--- src/bdeq_pkg.sv ---
package bdeq_pkg;

  localparam int DEPTH_DEF = 1024;
  localparam int DATA_W    = 32;
  localparam int CMD_W     = 3;
  localparam int CAP_W     = 11;
  localparam logic [CAP_W-1:0] CAP_RESET = 11'd1024;

  typedef enum logic [CMD_W-1:0] {
    CMD_PUSH_FRONT = 3'd0,
    CMD_PUSH_REAR  = 3'd1,
    CMD_POP_FRONT  = 3'd2,
    CMD_POP_REAR   = 3'd3,
    CMD_PEEK       = 3'd4
  } cmd_e;

  typedef enum logic [1:0] {
    ST_IDLE,
    ST_RD_FRONT,
    ST_RD_REAR,
    ST_DONE
  } state_e;

  // Status handed from the controller to the result registers.
  typedef struct packed {
    logic ok;
    logic empty;
    logic full;
    logic capture_front;
    logic capture_rear;
  } res_ctl_t;

endpackage

--- src/bdeq_ctrl.sv ---
module bdeq_ctrl #(
  parameter int DEPTH = bdeq_pkg::DEPTH_DEF,
  localparam int AW = (DEPTH > 1) ? $clog2(DEPTH) : 1,
  localparam int CW = $clog2(DEPTH + 1)
) (
  input  logic                         clk_i,
  input  logic                         rst_ni,
  input  logic                         start_i,
  input  logic [bdeq_pkg::CMD_W-1:0]   cmd_i,
  input  logic [bdeq_pkg::CAP_W-1:0]   cap_i,
  output logic                         busy_o,
  output logic                         ram_we_o,
  output logic [AW-1:0]                ram_waddr_o,
  output logic [AW-1:0]                ram_raddr_o,
  output bdeq_pkg::res_ctl_t           ctl_o
);

  localparam int SW = CW + 1;
  localparam int LW = (CW > bdeq_pkg::CAP_W) ? CW : bdeq_pkg::CAP_W;
  localparam logic [CW-1:0] DepthCnt = CW'(DEPTH);
  localparam logic [AW-1:0] LastIdx  = AW'(DEPTH - 1);

  bdeq_pkg::state_e state_q, state_d;
  logic [AW-1:0] front_q, front_d;
  logic [CW-1:0] count_q, count_d;
  logic          ok_q, ok_d;
  logic          full;
  logic          accept;
  logic [AW-1:0] front_dec;

  // Index arithmetic modulo DEPTH; b never exceeds DEPTH where it matters.
  function automatic logic [AW-1:0] ring_add(input logic [AW-1:0] a, input logic [CW-1:0] b);
    logic [SW-1:0] s;
    s = SW'(a) + SW'(b);
    if (s >= SW'(DEPTH)) begin
      s = s - SW'(DEPTH);
    end
    return s[AW-1:0];
  endfunction

  assign accept    = start_i && (state_q == bdeq_pkg::ST_IDLE);
  assign busy_o    = (state_q != bdeq_pkg::ST_IDLE);
  assign full      = (LW'(count_q) >= LW'(cap_i)) || (count_q == DepthCnt);
  assign front_dec = (front_q == '0) ? LastIdx : front_q - 1'b1;

  always_comb begin
    state_d     = state_q;
    front_d     = front_q;
    count_d     = count_q;
    ok_d        = ok_q;
    ram_we_o    = 1'b0;
    ram_waddr_o = front_dec;
    ram_raddr_o = front_q;
    unique case (state_q)
      bdeq_pkg::ST_IDLE: begin
        if (accept) begin
          state_d = bdeq_pkg::ST_RD_FRONT;
          ok_d    = 1'b0;
          unique case (cmd_i)
            bdeq_pkg::CMD_PUSH_FRONT: begin
              if (!full) begin
                front_d  = front_dec;
                count_d  = count_q + 1'b1;
                ram_we_o = 1'b1;
                ok_d     = 1'b1;
              end
            end
            bdeq_pkg::CMD_PUSH_REAR: begin
              ram_waddr_o = ring_add(front_q, count_q);
              if (!full) begin
                count_d  = count_q + 1'b1;
                ram_we_o = 1'b1;
                ok_d     = 1'b1;
              end
            end
            bdeq_pkg::CMD_POP_FRONT: begin
              if (count_q != '0) begin
                front_d = ring_add(front_q, CW'(1));
                count_d = count_q - 1'b1;
                ok_d    = 1'b1;
              end
            end
            bdeq_pkg::CMD_POP_REAR: begin
              if (count_q != '0) begin
                count_d = count_q - 1'b1;
                ok_d    = 1'b1;
              end
            end
            bdeq_pkg::CMD_PEEK: begin
              ok_d = 1'b1;
            end
            default: begin
              ok_d = 1'b0;
            end
          endcase
        end
      end
      bdeq_pkg::ST_RD_FRONT: begin
        ram_raddr_o = front_q;
        state_d     = bdeq_pkg::ST_RD_REAR;
      end
      bdeq_pkg::ST_RD_REAR: begin
        ram_raddr_o = (count_q == '0) ? front_q : ring_add(front_q, count_q - 1'b1);
        state_d     = bdeq_pkg::ST_DONE;
      end
      bdeq_pkg::ST_DONE: begin
        state_d = bdeq_pkg::ST_IDLE;
      end
      default: begin
        state_d = bdeq_pkg::ST_IDLE;
      end
    endcase
  end

  always_ff @(posedge clk_i or negedge rst_ni) begin
    if (!rst_ni) begin
      state_q <= bdeq_pkg::ST_IDLE;
      front_q <= '0;
      count_q <= '0;
      ok_q    <= 1'b0;
    end else begin
      state_q <= state_d;
      front_q <= front_d;
      count_q <= count_d;
      ok_q    <= ok_d;
    end
  end

  assign ctl_o.ok            = ok_q;
  assign ctl_o.empty         = (count_q == '0);
  assign ctl_o.full          = full;
  assign ctl_o.capture_front = (state_q == bdeq_pkg::ST_RD_REAR);
  assign ctl_o.capture_rear  = (state_q == bdeq_pkg::ST_DONE);

endmodule

--- config.mk ---
export PLATFORM = sky130hd
export DESIGN_NAME = bdeq_ctrl
export DESIGN_NICKNAME = d
export VERILOG_FILES = /design/src/bdeq_pkg.sv /design/src/bdeq_ctrl.sv
export SDC_FILE = /design/constraint.sdc
export NUM_CORES = 1
export LEC_CHECK = 0
export BUFFER_PORTS_ARGS = -buffer_cell sky130_fd_sc_hd__buf_2
export CORE_MARGIN = 2
export CORE_UTILIZATION = 40
export DETAILED_ROUTE_END_ITERATION = 7
export SLEW_MARGIN = 20
export SYNTH_ARGS = -nofsm -noshare
export SYNTH_HDL_FRONTEND = slang
export SYNTH_SLANG_ARGS = --single-unit
--- constraint.sdc ---
create_clock -name clk_i -period 4 [get_ports clk_i]
set_input_delay 0.2 -clock clk_i [delete_from_list [all_inputs] [get_ports clk_i]]
set_output_delay 0.2 -clock clk_i [all_outputs]
set_load 0.05 [all_outputs]
==> results of run 1 <==
## critical path: stages, from the launching register on
cell	delay (ps)
dfrtp_1	390
inv_1	110
ha_1	220
or3b_2	490
nand2_1	80
nand2_1	60
ha_1	320
and3_1	210
a2111oi_2	350
buf_4	180
o21ai_0	80
a21o_1	190
xor2_1	130
mux2_2	250
buf_2	210
## state kept, by name (all words and copies together) (netlist names)
name,count
count_q,11
front_q,10
state_q,2
ok_q,1
## cell type report
cell class	instances	area, um2	share of cell area, %
timing repair buffer	47	248	6.81
tap	105	131	3.61
multi-input combinational	344	2470	67.8
inverter	32	120	3.30
clock inverter	1	30.0	0.826
sequential	24	601	16.5
clock buffer	3	41.3	1.14
## worst min path at each step
| stage | endpoint |
|---|---|
| 2_1_floorplan | count_q[0] |
| 3_3_place_gp | state_q[0] |
| 3_5_place_dp | state_q[0] |
| 4_1_cts | ok_q |
| 5_1_grt | state_q[0] |
| 6_report | ok_q |
## repair_timing
action | CTS | global route
resized for setup | 0 | 2
endpoints found under the hold margin | 24 | 0
endpoints found under the setup margin | 0 | 2
hold buffers | 1 | 0
## synthesized netlist by cell type, types with 4 or more instances
cell type  count
a211oi_1      10
a21o_1         5
a21oi_1       24
a22oi_1        4
and3_1         5
clkbuf_1      11
clkbuf_8       4
dfrtp_1       24
ha_1          38
inv_1         30
mux2_2         5
nand2_1       42
nand3_1       13
nand4_1        5
nor2_1        23
nor2b_1        5
nor3_1        13
nor4_1         5
o211ai_1       4
o21a_1         6
o21ai_0       34
o22a_1         6
o22ai_1        4
or3_1          6
or4_1          5
xnor2_1       16
xor2_1        15
## metal layers
layer	wire (um)	GRT usage [%]
met1	4410	29.2
met2	4200	34.5
met3	332	1.88
met4	212	6.90
met5	0	0
## cell families after synthesis
kind of cell               after synthesis
AOI/OAI and AO/OA                      123
xor gates and xnor gates                31
muxes                                    9
and+or+nand+nor                        141
DFF                                     24
buffers and inverters                   55
adders and majority gates               40
## placed cells by master (no fill, tap or decap), types with 6 or more instances in the layout
| cell type | synthesis | layout |
|---|---|---|
| ha_1 | 38 | 38 |
| o21ai_0 | 34 | 34 |
| nand3_1 | 13 | 13 |
| buf_2 | 1 | 43 |
| nand2_1 | 42 | 42 |
| o22a_1 | 6 | 6 |
| or3_1 | 6 | 6 |
| a211oi_1 | 10 | 10 |
| o21a_1 | 6 | 6 |
| nor3_1 | 13 | 13 |
| dfrtp_1 | 24 | 24 |
| xor2_1 | 15 | 15 |
| nor2_1 | 23 | 23 |
| xnor2_1 | 16 | 16 |
| a21oi_1 | 24 | 24 |
| inv_1 | 30 | 30 |
## per-stage QoR
step	setup TNS (ps)	setup WS (ps)	instances
6_report	0	257	556
5_1_grt	-5.29	-5.29	556
4_1_cts	0	203	556
3_5_place_dp	0	554	551
3_3_place_gp	0	547	551
2_1_floorplan	0	114	423
==> flow_summary.json, run 1 <==
{
  "r2r-end": "front_q[0]",
  "final_cell_area_mm2": 0.00364,
  "period_share_pct": 93.6,
  "fin_crit_ps": 3740,
  "fmax_mhz": 267,
  "core_area_mm2": 0.00822,
  "hold_viol": 0,
  "portBuffers": 43,
  "synth-edff-count": 0,
  "antenna_cells": 0,
  "antenna_found_initial": 0,
  "drc": 0,
  "hold_path_depth": 4,
  "cts_setup_buffers": 0,
  "timing.reg2reg.worst_path_depth": 8,
  "fin_util_pct": 44.3,
  "critPathArrivalTime_ps": 3540,
  "detailed_place.area_mm2": 0.00355,
  "endpoint": "ram_raddr_o[7]",
  "crit_path_end_kind": "output port",
  "grt_pass1_vias": 3042,
  "synthDistinctLibCells": 67,
  "r2r-start": "count_q[0]",
  "clk_pin_slew_ps": 100,
  "synth-xor-area-share_pct": 8.05,
  "clockBufferDepth": 2,
  "hold_slack_ps": 264,
  "critical_path.startpoint": "count_q[0]",
  "vias": 3205,
  "nFillCells": 842,
  "cts_root_buf": "clkbuf_8",
  "antenna_left": 0,
  "cp.required_ps": 3800,
  "clk_latency_ps": 280,
  "worst_pin_slew_ps": 985,
  "skew_ps": 5.32,
  "io_pins": 44,
  "rows": 33,
  "setup.worst_path.start_class": "flip-flop",
  "drv_cap": 0,
  "synth_mux_area_share_pct": 2.89,
  "drive_above_1_share_pct": 16.0,
  "gr-usage-all-layers_pct": 21.1,
  "hpwl_um": 6960,
  "routedWlPerCell_um": 16.5,
  "syn-num-nets": 480,
  "yosys.area_share.simple_pct": 22.5,
  "ys_ff_latch": 24,
  "cts_htree_levels": 1,
  "cts.sinks": 24,
  "synthArstFlopShare_pct": 100,
  "die_x_um": 95.9,
  "crit_type": "reg -> out",
  "firstDrtPassIters": 5,
  "die_area_mm2": 0.00919,
  "hold_path.class": "in -> reg",
  "cts_inserted_buffers": 3,
  "outcome": "finished, final reports clean",
  "place.gp.congestion": 0.867,
  "synth_compound_area_share_pct": 24.2,
  "synth_top_area_share_pct": 17.8,
  "cp_max_fo": 5,
  "syn_to_final_growth_pct": 7.79,
  "overflow": 0,
  "synth.avg_cell_area_um2": 7.98,
  "initial_core_util_pct": 41.1,
  "grt_first_pass_wirelength_um": 15000,
  "yosysTopAreaCell": "dfrtp_1",
  "finalSetupViolCount": 0,
  "r2r_slack_ps": 1150,
  "nNetsFinal": 509,
  "routed_via_density": 5.76,
  "synthAdderAreaFrac_pct": 15.3,
  "ys_warn_count": 0,
  "synth_ff_type": "dfrtp_1",
  "yosys-top-cells-area": "dfrtp_1 (18%), ha_1 (14%), o21ai_0 (5.0%), nand2_1 (4.7%), xnor2_1 (4.2%)",
  "synth_cells": 423,
  "grt_max_degree": 25,
  "cts_tree": "yes",
  "maxSlewViolCount": 0,
  "slew_headroom_pct": 34.1,
  "routed_wl_um": 9150,
  "seq_area_frac_synth_pct": 17.8,
  "worstHoldStart": "start_i",
  "synth_top_family_by_area": "compound AO/OA/AOI/OAI gates",
  "die_h_um": 95.9,
  "drt_iter0_drc": 304,
  "synth_area_mm2": 0.00337
}
Power of run 1 is left out: the tool's default activity adds up to more than one toggle a clock period on the data nets, which glitch-free logic cannot reach.
==> run 2, diff against run 1 <==
--- a/config.mk
+++ b/config.mk
@@ -9,6 +9,7 @@
 export CORE_MARGIN = 2
 export CORE_UTILIZATION = 40
 export DETAILED_ROUTE_END_ITERATION = 7
+export PLACE_DENSITY = 0.58
 export SLEW_MARGIN = 20
 export SYNTH_ARGS = -nofsm -noshare
 export SYNTH_HDL_FRONTEND = slang
==> run 2 against run 1 <==
Effect of this change:
- sequential share of layout area is essentially flat
- count of clock-buffer cells in the layout is the same
- sequential cell count is the same
- design area grew 0.28%
- critical path type unchanged
- highest routed layer unchanged
- largest cell class unchanged
==> flow_summary.json, run 2 (synthesis gave the netlist of run 1 again) <==
{
  "outcome": "finished, final reports clean",
  "drv_cap": 0,
  "worst_pin_slew_ps": 980,
  "fmax_mhz": 264,
  "clockBufferDepth": 2,
  "overflow": 0,
  "finalSetupViolCount": 0,
  "cp_slowest_cell": "or3b_2",
  "period_share_pct": 94.7,
  "slowest_delay_ps": 490,
  "layout_common_cells": "buf_2 (43), nand2_1 (42), ha_1 (37)",
  "setup.worst_path.start_class": "flip-flop",
  "skew_ps": 3.07,
  "hpwl_um": 6970,
  "critPathArrivalTime_ps": 3590,
  "maxSlewViolCount": 0,
  "place.gp.congestion": 0.853,
  "gr-usage-all-layers_pct": 21.2,
  "rows": 33,
  "setup_tns_ps": 0,
  "fin_crit_ps": 3790,
  "die_h_um": 95.9,
  "multi_input_area_mm2": 0.00247,
  "die_x_um": 95.9,
  "drt_iter0_drc": 221,
  "cp_max_fo": 5,
  "reg_top3": "count_q x11, front_q x10, state_q x2",
  "grt_max_degree": 25,
  "grt_first_pass_wirelength_um": 15300,
  "antenna_found_initial": 0,
  "routed_via_density": 5.72,
  "path_cells": "inv_1 -> ha_2 -> or3b_2 -> nand2_1 -> nand2_1 -> ha_1 -> and3_1 -> a2111oi_2 -> buf_4 -> o21ai_0 -> a21o_1 -> xor2_1 -> mux2_2 -> buf_2",
  "slew_headroom_pct": 34.4,
  "nFillCells": 863,
  "routedWlPerCell_um": 16.3,
  "cts_inserted_buffers": 3,
  "drc": 0,
  "hold_path.class": "in -> reg",
  "antenna_left": 0,
  "crit_path_end_kind": "output port",
  "die_area_mm2": 0.00919,
  "antenna_cells": 0,
  "top_register": "count_q",
  "pre_cts_slack_ps": 454,
  "clk_latency_ps": 280,
  "firstDrtPassIters": 4,
  "placed_cells": 552,
  "clk_pin_slew_ps": 100,
  "grt_pass1_vias": 3113,
  "final_common_cell": "buf_2",
  "io_pins": 44,
  "initial_core_util_pct": 41.1,
  "setup_ws_ps": 214,
  "core_area_mm2": 0.00822,
  "crit_type": "reg -> out",
  "cp.required_ps": 3800,
  "largest_reg_flops": 11,
  "vias": 3187,
  "routed_wl_um": 9080,
  "fin_cells": 557,
  "seq_area_um2": 601,
  "cts_htree_levels": 1,
  "cts_tree": "yes",
  "portBuffers": 43,
  "cts_setup_buffers": 0,
  "nNetsFinal": 510,
  "cts_root_buf": "clkbuf_8",
  "drive_above_1_share_pct": 16.4,
  "critPathMostFrequentCell": "nand2_1",
  "hold_viol": 0,
  "cts.sinks": 24,
  "syn_to_final_growth_pct": 8.08
}
-- run 2: changes by cell type in the layout (fill, tap and decap cells not counted) --
cell and delta:
ha_2 +1, buf_4 +1, ha_1 -1
-- run 2: per-stage QoR --
step / area, um2 / hold slack, ps / utilization [%]
final: 3650 / 273 / 44.4
after global routing: 3650 / 289 / 44.4
after CTS: 3640 / 274 / 44.3
after detailed placement: 3560 / 256 / 43.3
after global placement: 3560 / 249 / 43.3
after floorplan: 3370 / -95.6 / -
-- run 2: worst paths after layout --
kind / startpoint / end / slack, ps / depth (start not counted)
min reg2reg: ok_q / ok_q / 510 / 2
min: start_i / state_q[0] / 270 / 3
max in group asynchronous: rst_ni / count_q[8] / 3130 / 2
max: count_q[1] / ram_raddr_o[7] / 210 / 14
min in group asynchronous: rst_ni / state_q[0] / 460 / 2
max reg2reg: count_q[1] / front_q[0] / 1140 / 8
-- run 2: what timing repair did --
action,in CTS,in global routing
gates resized for setup,0,3
endpoints found under the hold margin,24,0
hold buffers,1,0
endpoints found under the setup margin,0,2
-- run 2: metal layers --
| layer | share of wire [%] | vias up | global-route usage (%) |
|---|---|---|---|
| met5 | 0 | - | 0 |
| met4 | 1.3 | 0 | 5.24 |
| met1 | 48 | 1510 | 29.2 |
| li1 | - | 1593 | - |
| met3 | 4.9 | 10 | 2.82 |
| met2 | 46 | 74 | 35.3 |
-- run 2: final cells by class --
cell class,count,share of cell area [%]
inverter,32,3.29
clock buffer,3,1.13
sequential,24,16.5
multi-input combinational,344,67.7
timing repair buffer,48,7.00
clock inverter,1,0.823
tap,105,3.60
-- run 2: critical path: cells and delay by family (launching register included) --
family / cells / cell delay (ps)
multiplexers: 1 / 250
adder cells (fa/ha/maj): 2 / 530
XOR/XNOR: 1 / 130
AND/OR/NAND/NOR: 4 / 850
flip-flops: 1 / 410
buffers and inverters: 3 / 500
AO/OA/AOI/OAI: 3 / 630
Power of run 2 is left out for the same reason.
